File: config.mk
export PLATFORM = sky130hd
export DESIGN_NAME = length_prefixed_deframer_xor
export DESIGN_NICKNAME = d
export VERILOG_FILES = /design/src/hdl/lpdx_pkg.sv /design/src/hdl/lpdx_step.sv /design/src/hdl/length_prefixed_deframer_xor.sv
export SDC_FILE = /design/constraint.sdc
export NUM_CORES = 1
export LEC_CHECK = 0
export ABC_AREA = 1
export BUFFER_PORTS_ARGS = -buffer_cell sky130_fd_sc_hd__buf_2
export CAP_MARGIN = 30
export CORE_MARGIN = 5
export CORE_UTILIZATION = 58
export CTS_CLUSTER_SIZE = 12
export DETAILED_ROUTE_END_ITERATION = 12
export GPL_TIMING_DRIVEN = 0
export PLACE_DENSITY = 0.89
export SLEW_MARGIN = 20
export SYNTH_ARGS = -nofsm -noshare
export SYNTH_HDL_FRONTEND = slang
export SYNTH_SLANG_ARGS = --single-unit
export TNS_END_PERCENT = 5
File: constraint.sdc
create_clock -name clock -period 3.5 [get_ports clock]
set_input_delay 0.7 -clock clock [delete_from_list [all_inputs] [get_ports clock]]
set_output_delay 0.7 -clock clock [all_outputs]
set_load 0.05 [all_outputs]
File: src/hdl/lpdx_pkg.sv
// ============================================================================
// lpdx_pkg
// Shared constants, codes and types for the length-prefixed deframer.
// ============================================================================
package lpdx_pkg;

   // Sizing
   localparam int BUFFER_BYTES = 4096;
   localparam int KEY_BYTES    = 8;
   localparam int HEADER_BYTES = 6;

   localparam int BUF_POS_W = $clog2(BUFFER_BYTES + 1);
   localparam int KEY_POS_W = (KEY_BYTES > 1) ? $clog2(KEY_BYTES) : 1;

   localparam logic [BUF_POS_W-1:0] BUF_LIMIT = BUF_POS_W'(BUFFER_BYTES);
   localparam logic [15:0]          HDR_LEN   = 16'(HEADER_BYTES);

   // Key register reset: bytes cb 1e bd 4c bf 8f b9 4a, byte 0 lowest
   localparam logic [63:0] KEY_RESET = 64'h4AB9_8FBF_4CBD_1ECB;

   // Header position codes
   localparam logic [2:0] HDR_LEN_LO  = 3'd0;
   localparam logic [2:0] HDR_LEN_HI  = 3'd1;
   localparam logic [2:0] HDR_OP_LO   = 3'd2;
   localparam logic [2:0] HDR_OP_HI   = 3'd3;
   localparam logic [2:0] HDR_CRYPT   = 3'd4;
   localparam logic [2:0] HDR_SPARE   = 3'd5;
   localparam logic [2:0] HDR_PAYLOAD = 3'd6;

   // Byte kind codes
   localparam logic [1:0] KIND_HEADER  = 2'd0;
   localparam logic [1:0] KIND_PAYLOAD = 2'd1;
   localparam logic [1:0] KIND_IGNORED = 2'd2;
   localparam logic [1:0] KIND_ERROR   = 2'd3;

   // Error codes
   localparam logic [1:0] ERR_NONE    = 2'd0;
   localparam logic [1:0] ERR_SHORT   = 2'd1;
   localparam logic [1:0] ERR_OVERRUN = 2'd2;

   // Crypt flag values that enable the XOR
   localparam logic [7:0] CRYPT_ON_A = 8'd1;
   localparam logic [7:0] CRYPT_ON_B = 8'd2;

   typedef struct packed {
      logic [2:0]           header_pos;
      logic [15:0]          frame_length;
      logic [15:0]          current_opcode;
      logic                 crypt_active;
      logic [15:0]          payload_left;
      logic [KEY_POS_W-1:0] key_pos;
      logic [BUF_POS_W-1:0] buffer_pos;
      logic                 halted;
      logic                 first_in_buffer;
   } lpdx_state_type;

   // State after reset: halted, waiting for a buffer start
   localparam lpdx_state_type STATE_RESET = '{
      header_pos:      HDR_LEN_LO,
      frame_length:    16'd0,
      current_opcode:  16'd0,
      crypt_active:    1'b0,
      payload_left:    16'd0,
      key_pos:         '0,
      buffer_pos:      '0,
      halted:          1'b1,
      first_in_buffer: 1'b1
   };

   typedef struct packed {
      logic [1:0]  byte_kind;
      logic [7:0]  data_out;
      logic [15:0] packet_opcode;
      logic        packet_end;
      logic [1:0]  error_code;
   } lpdx_result_type;

endpackage

File: src/hdl/lpdx_step.sv
// ============================================================================
// lpdx_step
// Per-byte deframer logic: next state and result for one input item.
// ============================================================================
module lpdx_step import lpdx_pkg::*; (
   input  lpdx_state_type  state_cur,
   input  logic [7:0]      data_byte,
   input  logic            buffer_start,
   input  logic [63:0]     xor_key,
   output lpdx_state_type  state_nxt,
   output lpdx_result_type result
);

   lpdx_state_type        st;
   logic [2:0]            key_idx;
   logic [7:0]            key_byte;
   logic [KEY_POS_W:0]    key_inc;
   logic [15:0]           len_full;
   logic [15:0]           op_full;
   logic [15:0]           left_dec;

   always_comb begin
      st = state_cur;

      // New buffer drops any packet in progress
      if (buffer_start) begin
         st.halted          = 1'b0;
         st.first_in_buffer = 1'b1;
         st.header_pos      = HDR_LEN_LO;
         st.buffer_pos      = '0;
         st.payload_left    = '0;
         st.key_pos         = '0;
      end

      key_idx  = 3'(st.key_pos);
      key_byte = xor_key[{key_idx, 3'b000} +: 8];
      key_inc  = {1'b0, st.key_pos} + 1'b1;
      len_full = {data_byte, st.frame_length[7:0]};
      op_full  = {data_byte, st.current_opcode[7:0]};
      left_dec = st.payload_left - 16'd1;

      result.byte_kind     = KIND_IGNORED;
      result.data_out      = data_byte;
      result.packet_opcode = '0;
      result.packet_end    = 1'b0;
      result.error_code    = ERR_NONE;

      if (!st.halted) begin
         if (st.header_pos == HDR_LEN_LO && !st.first_in_buffer &&
             st.buffer_pos >= BUF_LIMIT) begin
            // Next packet would start past the buffer
            result.byte_kind  = KIND_ERROR;
            result.error_code = ERR_OVERRUN;
            st.halted         = 1'b1;
         end else begin
            if (st.buffer_pos < BUF_LIMIT) begin
               st.buffer_pos = st.buffer_pos + 1'b1;
            end
            result.byte_kind = KIND_HEADER;
            case (st.header_pos)
               HDR_LEN_LO: begin
                  st.frame_length = {8'd0, data_byte};
                  st.header_pos   = HDR_LEN_HI;
               end
               HDR_LEN_HI: begin
                  st.frame_length = len_full;
                  // zero length on a later packet ends the buffer quietly
                  if (!st.first_in_buffer && len_full == 16'd0) begin
                     st.halted     = 1'b1;
                     st.header_pos = HDR_LEN_LO;
                  end else begin
                     st.header_pos = HDR_OP_LO;
                  end
               end
               HDR_OP_LO: begin
                  st.current_opcode = {8'd0, data_byte};
                  st.header_pos     = HDR_OP_HI;
               end
               HDR_OP_HI: begin
                  st.current_opcode    = op_full;
                  result.packet_opcode = op_full;
                  st.header_pos        = HDR_CRYPT;
               end
               HDR_CRYPT: begin
                  st.crypt_active = (data_byte == CRYPT_ON_A) ||
                                    (data_byte == CRYPT_ON_B);
                  result.packet_opcode = st.current_opcode;
                  st.header_pos        = HDR_SPARE;
               end
               HDR_SPARE: begin
                  result.packet_opcode = st.current_opcode;
                  if (st.frame_length < HDR_LEN) begin
                     result.byte_kind  = KIND_ERROR;
                     result.error_code = ERR_SHORT;
                     st.halted         = 1'b1;
                     st.header_pos     = HDR_LEN_LO;
                  end else begin
                     st.payload_left    = st.frame_length - HDR_LEN;
                     st.key_pos         = '0;
                     st.first_in_buffer = 1'b0;
                     if (st.frame_length == HDR_LEN) begin
                        result.packet_end = 1'b1;
                        st.header_pos     = HDR_LEN_LO;
                     end else begin
                        st.header_pos = HDR_PAYLOAD;
                     end
                  end
               end
               default: begin
                  // Payload byte, optional repeating-key XOR
                  result.byte_kind     = KIND_PAYLOAD;
                  result.packet_opcode = st.current_opcode;
                  if (st.crypt_active) begin
                     result.data_out = data_byte ^ key_byte;
                  end
                  if (key_inc >= (KEY_POS_W+1)'(KEY_BYTES)) begin
                     st.key_pos = '0;
                  end else begin
                     st.key_pos = key_inc[KEY_POS_W-1:0];
                  end
                  if (st.payload_left != 16'd0) begin
                     st.payload_left = left_dec;
                  end
                  if (st.payload_left == 16'd0) begin
                     result.packet_end = 1'b1;
                     st.header_pos     = HDR_LEN_LO;
                  end
               end
            endcase
         end
      end

      state_nxt = st;
   end

endmodule

File: src/hdl/length_prefixed_deframer_xor.sv
// ============================================================================
// length_prefixed_deframer_xor
// Splits a byte stream into length-prefixed packets, XORs crypted payloads.
// ============================================================================
// Takes one byte per cycle while the result register has room, and returns one
// result item per byte in the cycle after acceptance. The per-byte state update
// (header position, length, payload count, key position) is combinational, so
// bytes stream at full rate; a result register with ready passed back from the
// output lets a new byte in while the previous result is being taken. The key
// register is to be written only while no byte is in flight.
module length_prefixed_deframer_xor import lpdx_pkg::*; (
   input  logic        clock,
   input  logic        reset,
   input  logic        req_valid,
   output logic        req_ready,
   input  logic [7:0]  req_data_byte,
   input  logic        req_buffer_start,
   output logic        rsp_valid,
   input  logic        rsp_ready,
   output logic [1:0]  rsp_byte_kind,
   output logic [7:0]  rsp_data_out,
   output logic [15:0] rsp_packet_opcode,
   output logic        rsp_packet_end,
   output logic [1:0]  rsp_error_code,
   input  logic        csr_write_enable,
   input  logic [63:0] csr_write_data
);

   lpdx_state_type  state_ff, state_in, step_state;
   lpdx_result_type rsp_ff, step_result;
   logic            rsp_valid_ff, rsp_valid_in;
   logic [63:0]     key_ff;
   logic            accept;

   // Handshake: room when the result register is empty or draining
   assign req_ready = !rsp_valid_ff || rsp_ready;
   assign accept    = req_valid && req_ready;

   lpdx_step u_step (
      .state_cur    (state_ff),
      .data_byte    (req_data_byte),
      .buffer_start (req_buffer_start),
      .xor_key      (key_ff),
      .state_nxt    (step_state),
      .result       (step_result)
   );

   assign state_in     = accept ? step_state : state_ff;
   assign rsp_valid_in = accept || (rsp_valid_ff && !rsp_ready);

   // Control state and key register
   always_ff @(posedge clock) begin
      if (reset) begin
         state_ff     <= STATE_RESET;
         rsp_valid_ff <= 1'b0;
         key_ff       <= KEY_RESET;
      end else begin
         state_ff     <= state_in;
         rsp_valid_ff <= rsp_valid_in;
         if (csr_write_enable) begin
            key_ff <= csr_write_data;
         end
      end
   end

   // Result payload register
   always_ff @(posedge clock) begin
      if (accept) begin
         rsp_ff <= step_result;
      end
   end

   assign rsp_valid         = rsp_valid_ff;
   assign rsp_byte_kind     = rsp_ff.byte_kind;
   assign rsp_data_out      = rsp_ff.data_out;
   assign rsp_packet_opcode = rsp_ff.packet_opcode;
   assign rsp_packet_end    = rsp_ff.packet_end;
   assign rsp_error_code    = rsp_ff.error_code;

   // Error kind and error code always travel together
   a_err_kind: assert property (@(posedge clock) disable iff (reset)
      rsp_valid_ff |-> ((rsp_ff.byte_kind == KIND_ERROR) ==
                        (rsp_ff.error_code != ERR_NONE)))
      else $error("error kind and error code disagree");

   // Packet end only on header or payload bytes
   a_end_kind: assert property (@(posedge clock) disable iff (reset)
      (rsp_valid_ff && rsp_ff.packet_end) |->
         (rsp_ff.byte_kind == KIND_HEADER || rsp_ff.byte_kind == KIND_PAYLOAD))
      else $error("packet end on ignored or error byte");

   // An error halts the deframer until the next buffer start
   a_err_halt: assert property (@(posedge clock) disable iff (reset)
      (accept && step_result.byte_kind == KIND_ERROR) |=> state_ff.halted)
      else $error("deframer not halted after error");

   // A buffer start always clears the halt
   a_start_run: assert property (@(posedge clock) disable iff (reset)
      (accept && req_buffer_start) |-> (step_result.byte_kind != KIND_IGNORED))
      else $error("buffer start byte ignored");

endmodule

# ---- After elaboration in Yosys (flattened, before gate mapping)
# Cells that the tools add are included.
dict set report word_totals {
  out_inout_bits 31
  reg_bits 164
  inputBits 78
  elab_cells 112
}
dict set report classes {
  reduce_logical 27
  shifts 1
  muxes 42
  eq_ne 8
  n_addsub 4
  bitwise 6
  order_cmp 4
}
# cell count
set ops {}
lappend ops {{case mux 16 bit (2 select lines)} 3}
lappend ops {{two-way mux 70 bit} 1}
lappend ops {{two-way mux 68 bit} 1}
lappend ops {{two-way mux 16 bit} 4}
lappend ops {{indexed part select 64 x 7 -> 8 bit} 1}
lappend ops {{case mux 19 bit (2 select lines)} 1}
lappend ops {{two-way mux 34 bit} 1}
lappend ops {{zero test 16 bit} 2}
lappend ops {{two-way mux 27 bit} 1}
lappend ops {{two-way mux 25 bit} 1}
lappend ops {{two-way mux 19 bit} 1}
lappend ops {{case mux 3 bit (6 select lines)} 1}
lappend ops {{equality test 16 x 3 -> 1 bit (second input constant)} 1}
lappend ops {{< comparator 16 x 3 -> 1 bit (second input constant)} 1}
lappend ops {{two-way mux 8 bit} 2}
lappend ops {{nonzero test 16 bit} 1}
lappend ops {{subtractor 16 x 1 -> 16 bit (second input constant)} 1}
lappend ops {{subtractor 16 x 3 -> 16 bit (second input constant)} 1}
lappend ops {{two-way mux 3 bit} 5}
lappend ops {{adder 13 x 1 -> 13 bit (second input constant)} 1}
lappend ops {{>= comparator 13 bit (second input constant)} 1}
lappend ops {{< comparator 13 bit (second input constant)} 1}
lappend ops {{two-way mux 1 bit} 13}
lappend ops {{two-way mux 13 bit} 1}
lappend ops {{23 further kinds} 45}

# ---- Logic depth before layout (Yosys ltp)
# Gate-level depths: netlist of the first run.
dict set report logic_depth {
  word_depth 11
  mapped_depth 17
  mapped_depth_nobuf 17
}

# ---- Cells and area by module
# Synthesis of the first run repeated with hierarchy kept, for this count alone.
dict set report hier_totals {
  cells_unflattened 1392
  area_unflattened_um2 9465.3
}
# mod seq_area_each_um2 area_per_inst_um2 cells_each n_inst
set by_module_without_submodules {}
lappend by_module_without_submodules {length_prefixed_deframer_xor 3573.4 6236.0 768 1}
lappend by_module_without_submodules {lpdx_step 0.0 3229.3 624 1}

# ---- Least setup slack after synthesis of the first run
# OpenSTA, ideal clock, no wires.
dict set report synth_timing {
  path_type {input-to-reg}
  from {input rsp_ready}
  to {register state_ff[20] (netlist bit)}
  required_ps 3304
  setup_time_ps 196
  arrival_time_ps 2915
  path_slack_ps 389
  path_buffers 1
  cell_stages 6
  path_cell_list {inv_1 -> nand2_1 -> nand2_1 -> clkinv_1 -> clkbuf_1 -> a41oi_1}
}
dict set report synth_via {
  elab_chain_cells 2
}
# element line
set synth_rtl {}
lappend synth_rtl {{start, declared} length_prefixed_deframer_xor.sv:19} ;# input logic rsp_ready,
lappend synth_rtl {{logical OR 1 bit} length_prefixed_deframer_xor.sv:36} ;# assign req_ready = !rsp_valid_ff || rsp_ready;
lappend synth_rtl {{net req_ready} length_prefixed_deframer_xor.sv:15} ;# output logic req_ready,
lappend synth_rtl {{logical AND 1 bit} length_prefixed_deframer_xor.sv:37} ;# assign accept = req_valid && req_ready;
lappend synth_rtl {{net accept} length_prefixed_deframer_xor.sv:33} ;# logic accept;
lappend synth_rtl {{end signal, assigned} length_prefixed_deframer_xor.sv:58} ;# state_ff <= state_in;
lappend synth_rtl {{end, declared} length_prefixed_deframer_xor.sv:29} ;# lpdx_state_type state_ff, state_in, step_state;
# The timed path passes the listed nets, and every way through them passes these cells.
# A chain may end at the register's enable or synchronous reset.

# ---- Worst setup path in the final report of the first run
dict set report layout_timing {
  from {input req_buffer_start}
  to {register rsp_ff, in the netlist rsp_packet_end (data pin)}
}
dict set report layout_via {
  elab_chain_cells 9
  word_cells_on_any_way 23
  cone_classes {add/sub (1); order compare (1); eq/ne (5); mux (8); reduce/logical (8)}
}
# element line
set layout_rtl {}
lappend layout_rtl {{start, declared} length_prefixed_deframer_xor.sv:17} ;# input logic req_buffer_start,
lappend layout_rtl {{two-way mux 34 bit} lpdx_step.sv:26} ;# if (buffer_start) begin
lappend layout_rtl {{subtractor 16 x 1 -> 16 bit or nonzero test 16 bit (tied branches)} {lpdx_step.sv:40, lpdx_step.sv:121}}
lappend layout_rtl {{two-way mux 16 bit} lpdx_step.sv:121} ;# if (st.payload_left != 16'd0) begin
lappend layout_rtl {{two-way mux 16 bit} lpdx_step.sv:60} ;# case (st.header_pos)
lappend layout_rtl {{two-way mux 16 bit} lpdx_step.sv:49} ;# if (st.header_pos == HDR_LEN_LO && !st.first_in_buffer &&
lappend layout_rtl {{two-way mux 16 bit} lpdx_step.sv:48} ;# if (!st.halted) begin
lappend layout_rtl {{zero test 16 bit} lpdx_step.sv:124} ;# if (st.payload_left == 16'd0) begin
lappend layout_rtl {{two-way mux 1 bit} lpdx_step.sv:124}
lappend layout_rtl {{case mux 1 bit (2 select lines)} lpdx_step.sv:60}
lappend layout_rtl {{end signal, assigned} length_prefixed_deframer_xor.sv:69} ;# rsp_ff <= step_result;
lappend layout_rtl {{end, declared} length_prefixed_deframer_xor.sv:30} ;# lpdx_result_type rsp_ff, step_result;
# Several ways; a longest one is shown, not always the timed one. The select of a mux whose other input is x is not followed.

==> results of run 1 <==
## cell type report
cell class                      count  share of cell area (%)
Multi-Input combinational cell    849                   42.78
Tap cell                          180                   2.334
Clock buffer                       24                   5.654
Inverter                           78                   3.034
Buffer                             63                   2.969
Timing Repair Buffer              104                   5.628
Clock inverter                      8                  0.5705
Sequential cell                   164                   37.03
## worst reg2reg max path: stages, from the launching register on
cell      delay [ns]
dfxtp_1         0.29
buf_2           0.19
inv_2           0.21
nor2_1          0.09
inv_2           0.13
clkbuf_1        0.45
a221oi_1        0.19
nor3b_1         0.43
o21ai_1         0.18
xor2_1          0.20
## flip-flops by register name, indices dropped and copies added, names as in the netlist
signal / cells
rsp_error_code: 2
rsp_packet_opcode: 16
rsp_valid: 1
rsp_byte_kind: 2
rsp_data_out: 8
key_ff: 64
rsp_packet_end: 1
state_ff: 70
## per-layer routing
| layer | share of wire [%] | vias up | GRT usage, % |
|---|---|---|---|
| met4 | 3.8 | 0 | 13.45 |
| met2 | 47 | 573 | 50.06 |
| met1 | 38 | 4099 | 38.40 |
| li1 | - | 4138 | - |
| met5 | 0 | - | 0 |
| met3 | 10 | 91 | 6.472 |
## synthesized netlist by cell type, types with 2 or more instances
library cell	instances
inv_2	11
nor2_2	8
a221oi_1	16
nand3_2	2
ha_1	4
xor2_1	19
a211oi_1	11
o221ai_1	4
a22oi_1	6
edfxtp_1	29
a41oi_1	2
o21ai_2	5
a31oi_1	7
nor3_1	11
buf_1	6
buf_2	18
a21oi_1	70
buf_6	3
o22ai_1	9
o31ai_1	7
nand2_2	7
inv_1	64
nand2_1	283
nor2_1	144
xnor2_1	2
nor4_1	6
clkinv_1	3
o21bai_1	3
dfxtp_1	135
nor2_4	4
nand3_1	109
clkbuf_1	35
nand4_1	8
o21ai_1	10
o21ai_0	81
nand3b_1	2
## final timing paths
| check | from | end | cells after the start |
|---|---|---|---|
| min reg2reg | key_ff[26]$_SDFFE_PP1P_ | key_ff[26]$_SDFFE_PP1P_ | 2 |
| max | req_buffer_start | rsp_packet_end$_SDFFCE_PN0P_ | 16 |
| min | key_ff[26]$_SDFFE_PP1P_ | key_ff[26]$_SDFFE_PP1P_ | 2 |
| max reg2reg | state_ff[15]$_SDFFE_PP0P_ | rsp_data_out[0]$_DFFE_PP_ | 9 |
## power groups by stage
stage | clock network (mW) | registers (mW) | logic [mW]
floorplan | 0 | 2.16 | 0.439
global placement | 0 | 2.12 | 0.686
detailed placement | 0 | 2.12 | 0.707
CTS | 1.88 | 2.08 | 0.716
global route | 1.97 | 2.09 | 0.799
finish | 1.88 | 2.08 | 0.733
## cells in the final DEF (no fill, tap or decap), drive strengths merged, types with 16 or more instances in the layout
cell	instances
nand3	111
a221oi	16
edfxtp	29
o21ai	96
a21oi	70
nor2	157
inv	79
buf	132
nand2	291
dfxtp	135
clkbuf	59
xor2	19
## metrics by stage
stage	instances	hold slack, ns	power (mW)
6_report	1470	0.4614	4.697
5_1_grt	1470	0.4707	4.860
4_1_cts	1470	0.4587	4.673
3_5_place_dp	1438	0.4424	2.826
3_3_place_gp	1437	0.4404	2.804
2_1_floorplan	1154	0.4236	2.602
## cells by family after synthesis
kind of cell | Yosys count
flops | 164
fa+ha+maj | 4
xor+xnor | 21
compound gates | 233
buf+inv | 141
simple gates | 591
==> flow_summary.json, run 1 <==
{
  "run_status": "complete, no violations",
  "crit_type": "in2reg",
  "clkSinkCount": 164,
  "rsz0062_at_grt": "no",
  "critPathSlowestCell": "ha_1",
  "slew_headroom_pct": 56.52,
  "syn_area_per_cell_sq_um": 7.174,
  "stdcell_area_sq_um": 9649,
  "swShare_pct": 28.89,
  "ys_types": 46,
  "chipHeight_microns": 129.5,
  "first_pass_iters": 8,
  "cts_resized": 0,
  "power_leakage_nw": 4.273,
  "synthArstFlopShare_pct": 0,
  "critPathMaxFanout": 10,
  "p_sw_mw": 1.357,
  "crit_buf_inv": 4,
  "p_int_mw": 3.340,
  "crit_top_cell": "nand2_1",
  "yosysTopAreaCell": "dfxtp_1",
  "synth-simple-area-share_pct": 30.59,
  "synth_compound_area_share_pct": 16.44,
  "num_vias": 8901,
  "diodes": 0,
  "synth_cells": 1154,
  "final_nets": 1359,
  "wire_per_inst_microns": 17.34,
  "synth_edf_count": 29,
  "syn_area_sq_um": 8279,
  "min_period_ns": 2.743,
  "finalCritPeriodShare_pct": 78.37,
  "place_congestion": 0.9550,
  "synth_ff_type": "dfxtp_1",
  "numPortBuffers": 103,
  "fin_worst_skew_ns": 0.01039,
  "start_util_pct": 59.41,
  "hold_class": "reg2reg",
  "ys_ff_latch": 164,
  "peakVddDrop_v": 0.0004090,
  "die-area_sq_um": 16760,
  "drt-initial-drc-count": 1191,
  "postCtsHoldBufs": 0,
  "synth.net_count": 1236,
  "cp_cell_sequence": "buf_2 > buf_2 > nor2_2 > inv_2 > ha_1 > nand2_1 > nor2_2 > nand2_2 > buf_6 > nand2_1 > nand2_1 > nor2_2 > nand3_2 > nor2_1 > nand2_1 > o21ai_0",
  "cp_top_family": "simple AND/OR/NAND/NOR gates",
  "critPathLaunchType": "primary input",
  "seq_area_frac_synth_pct": 43.16,
  "wl_microns": 25490,
  "final.setup.tns_ns": 0,
  "syn_to_final_growth_pct": 16.55,
  "endpoint_kind": "flop",
  "cts_tree": "done",
  "grt_pass1_wl_microns": 40430,
  "synth_warnings": 0,
  "fillers": 1143,
  "dpl_cell_area_sq_um": 9049,
  "finalHoldViolCount": 0,
  "synth_fa_ha_area_share_pct": 0.6045,
  "p_comb_share_pct": 15.6,
  "critPathRequiredTime_ns": 3.76,
  "synth.area.mux_share_pct": 0,
  "core_area_sq_um": 13930,
  "post_cts_buffers": 0,
  "core.rowCount": 43,
  "pin_count": 109,
  "cts_root_buffer": "clkbuf_16",
  "fin_ws_ns": 0.7570,
  "synth.area.top_cells": "dfxtp_1, nand2_1, edfxtp_1",
  "power.density_nw_per_um2": 486.8,
  "synth_top_family_by_area": "simple AND/OR/NAND/NOR gates",
  "final_util_pct": 69.25,
  "synth.top_cell.area_share_pct": 32.64,
  "fmax_mhz": 364.6,
  "grt_max_degree": 21,
  "numCtsBuffers": 17,
  "clock_path_buffers": 2,
  "crit_arrival_ns": 3.00,
  "multi_input_area_sq_um": 4128,
  "drc": 0,
  "setup_viol_count_final": 0,
  "ant_nets": 0,
  "track_usage_pct": 30.32,
  "rrSetupSlack_ns": 0.86,
  "die_w_microns": 129.5,
  "regArea_sq_um": 3573,
  "clk_pin_slew_ns": 0.06,
  "hpwlAfterDp_microns": 18340,
  "pwr-share-seq_pct": 44.3,
  "maxSlewViolCount": 0,
  "worst_pin_slew_ns": 0.6487,
  "antenna_found_initial": 0,
  "power_frac_clock_pct": 40.0,
  "dp_slack_ns": 0.3799,
  "cpPeakStageDelay_ns": 0.28,
  "overflow": 0,
  "drive_gt1_share_pct": 15.43,
  "viasPerCell": 6.055,
  "clk_latency_ns": 0.44,
  "grt_pass1_vias": 8162,
  "cts-htree-levels": 4,
  "drv_cap": 0,
  "synth_xor_area_share_pct": 2.222
}
Note: power is estimated with default switching activity, not from simulation.
==> inputs of run 2 (changes only) <==
- CORE_UTILIZATION: 58 -> 53
- PLACE_DENSITY: 0.89 -> 0.86
- clock period: 3.5 -> 2.5 ns (I/O delays scaled with it)
==> flow_summary.json, run 2 (synthesized netlist as in run 1, its figures left out) <==
{
  "clk_latency_ns": 0.44,
  "slew_headroom_pct": 57.13,
  "crit_arrival_ns": 2.64,
  "crit_type": "reg2reg",
  "post_cts_buffers": 0,
  "setup_viol_count_final": 0,
  "final_cell_mix": "nand2_1, nor2_1, dfxtp_1",
  "fmax_mhz": 419.3,
  "run_status": "complete, no violations",
  "diodes": 0,
  "numPortBuffers": 103,
  "viasPerCell": 5.788,
  "antenna_found_initial": 0,
  "chipHeight_microns": 135.0,
  "power_leakage_nw": 4.249,
  "dpl_cell_area_sq_um": 9062,
  "hold_ws_ns": 0.2744,
  "pin_count": 109,
  "hold_class": "in2reg",
  "final_nets": 1359,
  "fillers": 1319,
  "core.rowCount": 45,
  "stdcell_area_sq_um": 9703,
  "clk_pin_slew_ns": 0.07,
  "largest_reg_flops": 70,
  "rrSetupSlack_ns": 0.12,
  "die-area_sq_um": 18220,
  "maxSlewViolCount": 0,
  "critPathMaxFanout": 10,
  "critPathRequiredTime_ns": 2.76,
  "critPathLaunchType": "flop",
  "endpoint_kind": "flop",
  "finalCritPeriodShare_pct": 95.39,
  "final_cells": 1501,
  "grt_pass1_wl_microns": 39430,
  "power.density_nw_per_um2": 662.4,
  "fin_worst_skew_ns": 0.01200,
  "worst_pin_slew_ns": 0.6430,
  "first_pass_iters": 8,
  "total_power_mw": 6.427,
  "postCtsHoldBufs": 0,
  "syn_to_final_growth_pct": 17.20,
  "final.setup.tns_ns": 0,
  "regMostFlops": "state_ff",
  "start_util_pct": 54.26,
  "cts_root_buffer": "clkbuf_16",
  "hpwlAfterDp_microns": 18260,
  "grt_pass1_vias": 8091,
  "overflow": 0,
  "clkSinkCount": 164,
  "wl_microns": 24780,
  "rsz0062_at_grt": "yes",
  "min_period_ns": 2.385,
  "num_vias": 8688,
  "drive_gt1_share_pct": 15.89,
  "die_w_microns": 135.0,
  "cts_tree": "done",
  "drt-initial-drc-count": 991,
  "dp.cells": 1468,
  "ant_nets": 0,
  "final_common_cell": "nand2_1",
  "peakVddDrop_v": 0.0005806,
  "wire_per_inst_microns": 16.51,
  "grt_max_degree": 39,
  "core_area_sq_um": 15260,
  "track_usage_pct": 27.02,
  "clock_path_buffers": 2,
  "numCtsBuffers": 17,
  "drv_cap": 0,
  "cts-htree-levels": 4,
  "place_congestion": 0.9596,
  "finalHoldViolCount": 0,
  "drc": 0
}
## run 2: timing repair
item	in CTS	in global routing
setup endpoints to repair	1	12
pin swaps	0	1
endpoints found under the hold margin	0	0
gates resized for setup	1	17
## run 2: final timing paths
check | cells after the start | to | startpoint
worst max-delay path | 9 | rsp_data_out[7]$_DFFE_PP_ | state_ff[15]$_SDFFE_PP0P_
worst min-delay path | 3 | key_ff[42]$_SDFFE_PP1P_ | csr_write_data[42]
worst max register to register | 9 | rsp_data_out[7]$_DFFE_PP_ | state_ff[15]$_SDFFE_PP0P_
worst min register to register | 2 | key_ff[20]$_SDFFE_PP1P_ | key_ff[20]$_SDFFE_PP1P_
## run 2: through the flow
step	worst slack [ns]	util (%)
floorplan	0.01180	-
global placement	-0.4326	59.39
detailed placement	-0.4831	59.39
CTS	0.008167	63.06
global route	-0.01615	63.59
finish	0.1152	63.59
## run 2: area by class of cell
type	count	area [sq um]	area share (%)
multi-input combinational	849	4173	43.00
inverter	78	292.8	3.017
sequential	164	3573	36.83
clock buffer	18	429.2	4.423
buffer	63	300.3	3.095
timing repair buffer	104	543.0	5.596
clock inverter	14	127.6	1.315
tap	211	264.0	2.721
## run 2: worst max-delay path, cell delays in order (launching register included)
cell      delay [ns]
dfxtp_1         0.30
clkbuf_4        0.20
inv_2           0.20
nor2_1          0.09
clkbuf_4        0.21
clkbuf_4        0.22
a221oi_1        0.49
o21ai_0         0.19
nand2_1         0.11
xor2_1          0.20
## run 2: layer usage
metal	GRT usage, %	share of wire [%]	vias up
met5	0	0	-
met1	33.98	40	3994
li1	-	-	4138
met2	45.03	47	491
met4	9.798	2.9	0
met3	6.930	9.8	65
## run 2: report_power, final
group	leakage (nW)	total [mW]	switching [mW]	internal [mW]
clock	0.267	2.48	1.10	1.38
combinational	2.58	1.03	0.711	0.323
sequential	1.40	2.91	0.0893	2.83
